--- config.mk ---
export PLATFORM = sky130hd
export DESIGN_NAME = twcs_ctrl
export DESIGN_NICKNAME = d
export VERILOG_FILES = /design/src/rtl/twcs_pkg.sv /design/src/rtl/twcs_ctrl.sv
export SDC_FILE = /design/constraint.sdc
export NUM_CORES = 1
export LEC_CHECK = 0
export ABC_AREA = 1
export BUFFER_PORTS_ARGS = -buffer_cell sky130_fd_sc_hd__buf_2
export CORE_MARGIN = 3
export CORE_UTILIZATION = 55
export CTS_BUF_LIST = sky130_fd_sc_hd__clkbuf_4
export CTS_CLUSTER_SIZE = 25
export DETAILED_ROUTE_END_ITERATION = 8
export GPL_TIMING_DRIVEN = 0
export PLACE_DENSITY = 0.93
export SETUP_SLACK_MARGIN = 0.05
export SYNTH_ARGS = -nofsm -noshare
export SYNTH_HDL_FRONTEND = slang
export SYNTH_SLANG_ARGS = --single-unit
--- constraint.sdc ---
create_clock -name aclk -period 9.2 [get_ports aclk]
set_clock_uncertainty 0.15 [all_clocks]
set_input_delay 1.38 -clock aclk [delete_from_list [all_inputs] [get_ports aclk]]
set_output_delay 1.38 -clock aclk [all_outputs]
set_load 0.01 [all_outputs]
--- src/rtl/twcs_pkg.sv ---
`timescale 1ns / 1ps
`default_nettype none

package twcs_pkg;

    localparam int DEFAULT_RING_DEPTH = 64;
    localparam int CFG_IDX_W          = 2;
    localparam int CFG_DATA_W         = 6;

    localparam logic [CFG_IDX_W-1:0] REG_MAX_TOKENS  = 2'd0;
    localparam logic [CFG_IDX_W-1:0] REG_OVERLAP     = 2'd1;
    localparam logic [CFG_IDX_W-1:0] REG_PARA_WINDOW = 2'd2;

    localparam logic [5:0] MAX_TOKENS_RESET  = 6'd63;
    localparam logic [5:0] OVERLAP_RESET     = 6'd0;
    localparam logic [5:0] PARA_WINDOW_RESET = 6'd0;

    localparam logic STATUS_OK      = 1'b0;
    localparam logic STATUS_BAD_CFG = 1'b1;

    typedef struct packed {
        logic [15:0] paragraph_index;
        logic [31:0] token_begin;
        logic [31:0] token_end;
        logic        last_token;
    } in_word_t;

    typedef struct packed {
        logic        status;
        logic [15:0] chunk_sequence;
        logic [31:0] chunk_start;
        logic [5:0]  chunk_length;
        logic [31:0] span_begin;
        logic [31:0] span_end;
        logic        final_chunk;
        logic        run_last;
    } out_word_t;

    typedef struct packed {
        logic [15:0] paragraph;
        logic [31:0] tok_begin;
        logic [31:0] tok_end;
    } ring_entry_t;

endpackage

`default_nettype wire

--- src/rtl/twcs_ctrl.sv ---
`timescale 1ns / 1ps
`default_nettype none

module twcs_ctrl #(
    parameter int RING_DEPTH = twcs_pkg::DEFAULT_RING_DEPTH
) (
    input  wire                                   aclk,
    input  wire                                   aresetn,
    input  wire                                   s_valid,
    output logic                                  s_ready,
    input  twcs_pkg::in_word_t                    s_data,
    output logic                                  m_valid,
    input  wire                                   m_ready,
    output twcs_pkg::out_word_t                   m_data,
    input  wire                                   cfg_valid,
    output logic                                  cfg_ready,
    input  wire [twcs_pkg::CFG_IDX_W-1:0]         cfg_index,
    input  wire [twcs_pkg::CFG_DATA_W-1:0]        cfg_data,
    output logic                                  wr_en,
    output logic [$clog2(RING_DEPTH)-1:0]         wr_addr,
    output twcs_pkg::ring_entry_t                 wr_data,
    output logic [$clog2(RING_DEPTH)-1:0]         rd_addr,
    input  twcs_pkg::ring_entry_t                 rd_data
);
    import twcs_pkg::*;

    localparam int SLOT_W = $clog2(RING_DEPTH);
    localparam int CNT_W  = $clog2(RING_DEPTH + 1);
    localparam int CMP_W  = ((CNT_W > 6) ? CNT_W : 6) + 2;

    typedef enum logic [7:0] {
        ST_IDLE   = 8'b0000_0001,
        ST_CHECK  = 8'b0000_0010,
        ST_SFIRST = 8'b0000_0100,
        ST_SEARCH = 8'b0000_1000,
        ST_FBEGIN = 8'b0001_0000,
        ST_FEND   = 8'b0010_0000,
        ST_BUILD  = 8'b0100_0000,
        ST_ERROR  = 8'b1000_0000
    } state_t;

    function automatic logic [SLOT_W-1:0] slot_add(input logic [SLOT_W-1:0] base,
                                                  input logic [5:0] k);
        logic [CMP_W-1:0] sum;
        sum = CMP_W'(base) + CMP_W'(k);
        if (sum >= CMP_W'(RING_DEPTH)) begin
            sum = sum - CMP_W'(RING_DEPTH);
        end
        return sum[SLOT_W-1:0];
    endfunction

    state_t            state_reg, state_next;
    logic [5:0]        max_reg, max_next;
    logic [5:0]        ovl_reg, ovl_next;
    logic [5:0]        pwin_reg, pwin_next;
    logic [31:0]       start_index_reg, start_index_next;
    logic [15:0]       seq_reg, seq_next;
    logic [CNT_W-1:0]  pending_reg, pending_next;
    logic [SLOT_W-1:0] start_slot_reg, start_slot_next;
    logic [SLOT_W-1:0] write_slot_reg, write_slot_next;
    logic              last_reg, last_next;
    logic              flush_reg, flush_next;
    logic              out_valid_reg, out_valid_next;
    logic [5:0]        probe_reg, probe_next;
    logic [5:0]        len_reg, len_next;
    logic [15:0]       held_par_reg, held_par_next;
    logic [31:0]       src_begin_reg, src_begin_next;
    out_word_t         out_data_reg, out_data_next;

    logic              settings_ok;
    logic              out_free;
    logic [5:0]        lo;
    logic [5:0]        adv;
    logic [5:0]        rd_k;
    logic [CMP_W-1:0]  pending_left;

    assign settings_ok = (max_reg != 6'd0) && (ovl_reg < max_reg) && (pwin_reg <= max_reg)
                         && (CMP_W'(max_reg) < CMP_W'(RING_DEPTH));
    assign out_free    = !out_valid_reg || m_ready;
    assign lo          = (max_reg > pwin_reg) ? (max_reg - pwin_reg) : 6'd1;
    assign adv         = (len_reg > ovl_reg) ? (len_reg - ovl_reg) : 6'd1;
    assign pending_left = CMP_W'(pending_reg) - CMP_W'(adv);

    assign s_ready   = (state_reg == ST_IDLE);
    assign cfg_ready = 1'b1;
    assign m_valid   = out_valid_reg;
    assign m_data    = out_data_reg;

    assign wr_addr              = write_slot_reg;
    assign wr_data.paragraph    = s_data.paragraph_index;
    assign wr_data.tok_begin    = s_data.token_begin;
    assign wr_data.tok_end      = s_data.token_end;

    always_comb begin
        unique case (state_reg) inside
            ST_CHECK:          rd_k = max_reg;
            ST_SFIRST:         rd_k = probe_reg - 6'd1;
            ST_SEARCH:         rd_k = (probe_reg >= 6'd2) ? (probe_reg - 6'd2) : 6'd0;
            ST_FEND, ST_BUILD: rd_k = len_reg - 6'd1;
            default:           rd_k = 6'd0;
        endcase
    end

    assign rd_addr = slot_add(start_slot_reg, rd_k);

    always_comb begin
        max_next         = max_reg;
        ovl_next         = ovl_reg;
        pwin_next        = pwin_reg;
        state_next       = state_reg;
        start_index_next = start_index_reg;
        seq_next         = seq_reg;
        pending_next     = pending_reg;
        start_slot_next  = start_slot_reg;
        write_slot_next  = write_slot_reg;
        last_next        = last_reg;
        flush_next       = flush_reg;
        probe_next       = probe_reg;
        len_next         = len_reg;
        held_par_next    = held_par_reg;
        src_begin_next   = src_begin_reg;
        out_data_next    = out_data_reg;
        out_valid_next   = out_valid_reg;
        wr_en            = 1'b0;

        if (m_ready) begin
            out_valid_next = 1'b0;
        end

        if (cfg_valid) begin
            unique case (cfg_index)
                REG_MAX_TOKENS:  max_next  = cfg_data;
                REG_OVERLAP:     ovl_next  = cfg_data;
                REG_PARA_WINDOW: pwin_next = cfg_data;
                default: ;
            endcase
        end

        unique case (state_reg)
            ST_IDLE: begin
                if (s_valid) begin
                    last_next = s_data.last_token;
                    if (settings_ok) begin
                        wr_en           = 1'b1;
                        write_slot_next = slot_add(write_slot_reg, 6'd1);
                        pending_next    = pending_reg + CNT_W'(1);
                        state_next      = ST_CHECK;
                    end else begin
                        state_next = ST_ERROR;
                    end
                end
            end
            ST_CHECK: begin
                if (CMP_W'(pending_reg) > CMP_W'(max_reg)) begin
                    probe_next = max_reg;
                    flush_next = 1'b0;
                    state_next = ST_SFIRST;
                end else if (last_reg) begin
                    len_next   = 6'(pending_reg);
                    flush_next = 1'b1;
                    state_next = ST_FBEGIN;
                end else begin
                    state_next = ST_IDLE;
                end
            end
            ST_SFIRST: begin
                held_par_next = rd_data.paragraph;
                state_next    = ST_SEARCH;
            end
            ST_SEARCH: begin
                if (rd_data.paragraph != held_par_reg) begin
                    len_next   = probe_reg;
                    state_next = ST_FBEGIN;
                end else if (probe_reg > lo) begin
                    held_par_next = rd_data.paragraph;
                    probe_next    = probe_reg - 6'd1;
                end else begin
                    len_next   = max_reg;
                    state_next = ST_FBEGIN;
                end
            end
            ST_FBEGIN: begin
                state_next = ST_FEND;
            end
            ST_FEND: begin
                src_begin_next = rd_data.tok_begin;
                state_next     = ST_BUILD;
            end
            ST_BUILD: begin
                if (out_free) begin
                    out_valid_next              = 1'b1;
                    out_data_next.status         = STATUS_OK;
                    out_data_next.chunk_sequence = seq_reg;
                    out_data_next.chunk_start    = start_index_reg;
                    out_data_next.chunk_length   = len_reg;
                    out_data_next.span_begin     = src_begin_reg;
                    out_data_next.span_end       = rd_data.tok_end;
                    out_data_next.final_chunk    = flush_reg;
                    if (flush_reg) begin
                        out_data_next.run_last = 1'b1;
                        start_index_next       = 32'd0;
                        seq_next               = 16'd0;
                        pending_next           = '0;
                        start_slot_next        = '0;
                        write_slot_next        = '0;
                        state_next             = ST_IDLE;
                    end else begin
                        out_data_next.run_last = (pending_left <= CMP_W'(max_reg)) && !last_reg;
                        start_index_next       = start_index_reg + 32'(adv);
                        seq_next               = seq_reg + 16'd1;
                        pending_next           = pending_left[CNT_W-1:0];
                        start_slot_next        = slot_add(start_slot_reg, adv);
                        state_next             = ST_CHECK;
                    end
                end
            end
            ST_ERROR: begin
                if (out_free) begin
                    out_valid_next               = 1'b1;
                    out_data_next.status         = STATUS_BAD_CFG;
                    out_data_next.chunk_sequence = 16'd0;
                    out_data_next.chunk_start    = 32'd0;
                    out_data_next.chunk_length   = 6'd0;
                    out_data_next.span_begin     = 32'd0;
                    out_data_next.span_end       = 32'd0;
                    out_data_next.final_chunk    = last_reg;
                    out_data_next.run_last       = 1'b1;
                    if (last_reg) begin
                        start_index_next = 32'd0;
                        seq_next         = 16'd0;
                        pending_next     = '0;
                        start_slot_next  = '0;
                        write_slot_next  = '0;
                    end
                    state_next = ST_IDLE;
                end
            end
            default: begin
                state_next = ST_IDLE;
            end
        endcase
    end

    always_ff @(posedge aclk) begin
        if (!aresetn) begin
            state_reg       <= ST_IDLE;
            max_reg         <= MAX_TOKENS_RESET;
            ovl_reg         <= OVERLAP_RESET;
            pwin_reg        <= PARA_WINDOW_RESET;
            start_index_reg <= 32'd0;
            seq_reg         <= 16'd0;
            pending_reg     <= '0;
            start_slot_reg  <= '0;
            write_slot_reg  <= '0;
            last_reg        <= 1'b0;
            flush_reg       <= 1'b0;
            out_valid_reg   <= 1'b0;
        end else begin
            state_reg       <= state_next;
            max_reg         <= max_next;
            ovl_reg         <= ovl_next;
            pwin_reg        <= pwin_next;
            start_index_reg <= start_index_next;
            seq_reg         <= seq_next;
            pending_reg     <= pending_next;
            start_slot_reg  <= start_slot_next;
            write_slot_reg  <= write_slot_next;
            last_reg        <= last_next;
            flush_reg       <= flush_next;
            out_valid_reg   <= out_valid_next;
        end
    end

    always_ff @(posedge aclk) begin
        probe_reg     <= probe_next;
        len_reg       <= len_next;
        held_par_reg  <= held_par_next;
        src_begin_reg <= src_begin_next;
        out_data_reg  <= out_data_next;
    end

endmodule

`default_nettype wire
==> reports/results.ini <==
[pwr]
cellLeakagePower_nw=8.049
clock_power_share_pct=33.0
switchingPower_w=0.001037
p_int_w=0.002298
p_comb_share_pct=22.9
p_per_area_nw_per_um2=191.2
p_seq_share_pct=44.2
ir_drop_mv=0.1250
finalPower_w=0.003335
switching_share_pct=31.10

[finish]
largest_register_ffs=121
syn_to_final_growth_pct=20.66
drive_above_1_share_pct=27.12
n_fill_cell=1979
mostFrequentLayoutCell=buf_2
instances_no_fill=2423
fin_nets=2282
utilization_pct=68.47
multiInputGateArea_sq_um=5373
layout_common_cells=buf_2, nand2_1, inv_1, nor2_1, edfxtp_1
stdcell_area_sq_um=17440
layout.area.seq_sq_um=7357

[grt]
gr-total-overflow=0
antenna_found_initial=2
grt.total_usage_pct=25.49
grt_max_degree=38
grt_pass1_vias=12470
grt_pass1_wl_mm=58.96

[yosys]
syn_area_sq_um=14450
syn_area_per_cell_sq_um=8.755
ys_top_cells_by_area=edfxtp_1, dfxtp_1, nand2_1
synth_flop_cell=edfxtp_1
synth_warnings=0
synth_cells=1651
synth-seq-cells=277
synth_fp_nets=1896
synth_edf_count=181
ys_types=49
yosysTopAreaCell=edfxtp_1
synth.top_cell.area_share_pct=37.60
synthArstFlopShare_pct=0
ys_seq_area_share_pct=50.90

[die]
die_height_um=168.1
start_util_pct=56.74
rows=58
design.core.area_sq_um=25470
die_w_um=168.1
pin_count=391
dieArea_sq_um=28260

[clock_tree]
insertion_delay_ns=0.69
cts_tree=done
cts_resized=0
clk_pin_slew_ns=0.07
cts.htree.levels=3
hold_buffers=0
cts_buffers=73
cts_root_buf=clkbuf_4
clock_path_buffers=3
cts_sinks=277
postCtsSetupBuffers=0

[routing]
drt-total-wl_mm=37.58
wl_per_cell_um=15.51
routedLengthMet1_mm=13.94
drc=0
drtIter0Drc=924
highest_layer=met5
wl_met2_mm=19.24
vias=12580
via_per_inst=5.192
detail-route-antenna-nets=0
met3_length_mm=3.085
first_pass_iters=5

[worst_setup_path]
critPathArrivalTime_ns=3.80
crit_type=register to output pin
required_ns=7.67
worstSetupStartpointType=register
path_max_fanout=6
critPathCaptureType=output pin

[sta]
period_share_pct=57.89
worstMarginPinSlew_ns=1.242
finalSetupViolCount=0
period_minus_slack_ns=5.326
final_hold_viol_count=0
grt_setup_unrepaired=no
relSlewSlack_pct=17.14
drv_slew=0
max_clock_freq_mhz=187.8

[worst_hold_path]
hp-class=register to register

[placement]
gp_congestion=0.9461
placed_cells=2292
dp_hpwl_mm=29.16
numPortBuffers=308
place_area_sq_um=16480

[flow_run]
maxCapViolCount=0

[status]
status=complete, no violations

==> routing by layer <==
| metal | up-vias | track usage [%] |
|---|---|---|
| met5 | - | 0 |
| met4 | 2 | 11.42 |
| met3 | 99 | 5.612 |
| met2 | 620 | 46.15 |
| met1 | 5720 | 28.77 |
| li1 | 6139 | - |
==> synthesized netlist by cell type, drive strengths merged (6+ instances only) <==
cell type / count
a21oi: 97
buf: 93
clkbuf: 22
dfxtp: 96
edfxtp: 181
fa: 6
ha: 65
inv: 258
nand2: 280
nand3: 82
nand4: 28
nor2: 246
nor3: 39
nor4: 9
o211ai: 16
o21ai: 59
or2: 11
xnor2: 16
xor2: 23
==> path summary, 6_finish.rpt <==
kind,start,endpoint,slack (ns),cells after the start
worst min register to register,pwin_reg[0]$_SDFFE_PN0P_,pwin_reg[0]$_SDFFE_PN0P_,0.31,2
worst max register to register,len_reg[0]$_DFFE_PP_,m_data[0]$_SDFFCE_PP1P_,4.50,24
worst min-delay path,pwin_reg[0]$_SDFFE_PN0P_,pwin_reg[0]$_SDFFE_PN0P_,0.31,2
worst max-delay path,state_reg[2]$_SDFFE_PN0P_,rd_addr[5],3.87,19
==> worst max-delay path: stages (launching register included) <==
cell and delay, ns:
dfxtp_1 0.34, nor2_2 0.17, nand2_1 0.10, inv_2 0.12, nand4_1 0.22, nand2_1 0.28, o21ai_0 0.22, o21ai_0 0.12
a21oi_1 0.05, o21ai_0 0.17, ha_1 0.35, a21oi_1 0.14, nand2_1 0.10, a21o_1 0.18, a21oi_1 0.14, or2_2 0.14
nand2_1 0.05, nand2_1 0.06, nand2_1 0.05, buf_2 0.13
==> through the flow <==
| stage | hold slack [ns] | TNS [ns] | setup slack [ns] |
|---|---|---|---|
| after floorplan | 0.2776 | 0 | 1.941 |
| after global placement | 0.2949 | -15.15 | -0.1392 |
| after detailed placement | 0.2982 | 0 | 4.619 |
| after CTS | 0.3085 | 0 | 3.881 |
| final | 0.3063 | 0 | 3.874 |
| after global routing | 0.3384 | 0 | 3.541 |
==> cell type report <==
type	instances	share of cell area (%)
inverters	258	5.553
well taps	330	2.367
clock buffers	108	4.649
flip-flops and latches	277	42.18
clock inverters	21	0.8537
repair buffers	311	9.183
diodes	2	0.02870
multi-input cells	1001	30.81
plain buffers	115	4.376
==> logic make-up (layout without fill, tap and decap cells) <==
family	after synthesis	count (layout)	share of synthesized area (%)
XOR/XNOR	39	39	2.363
adder cells (fa/ha/maj)	71	71	6.458
AO/OA/AOI/OAI	190	190	7.159
AND/OR/NAND/NOR	700	700	21.11
other	1	3	0.02594
flip-flops	277	277	50.90
buffers and inverters	373	813	11.98
==> power by group through the flow <==
stage	clock [W]	sequential [W]	combinational, W
floorplan	0	0.00151	0.000496
global placement	0	0.00151	0.000717
detailed placement	0	0.00150	0.000755
CTS	0.00112	0.00147	0.000759
global route	0.00120	0.00148	0.000854
finish	0.00110	0.00147	0.000762
Power figures use the tool's default switching activity.
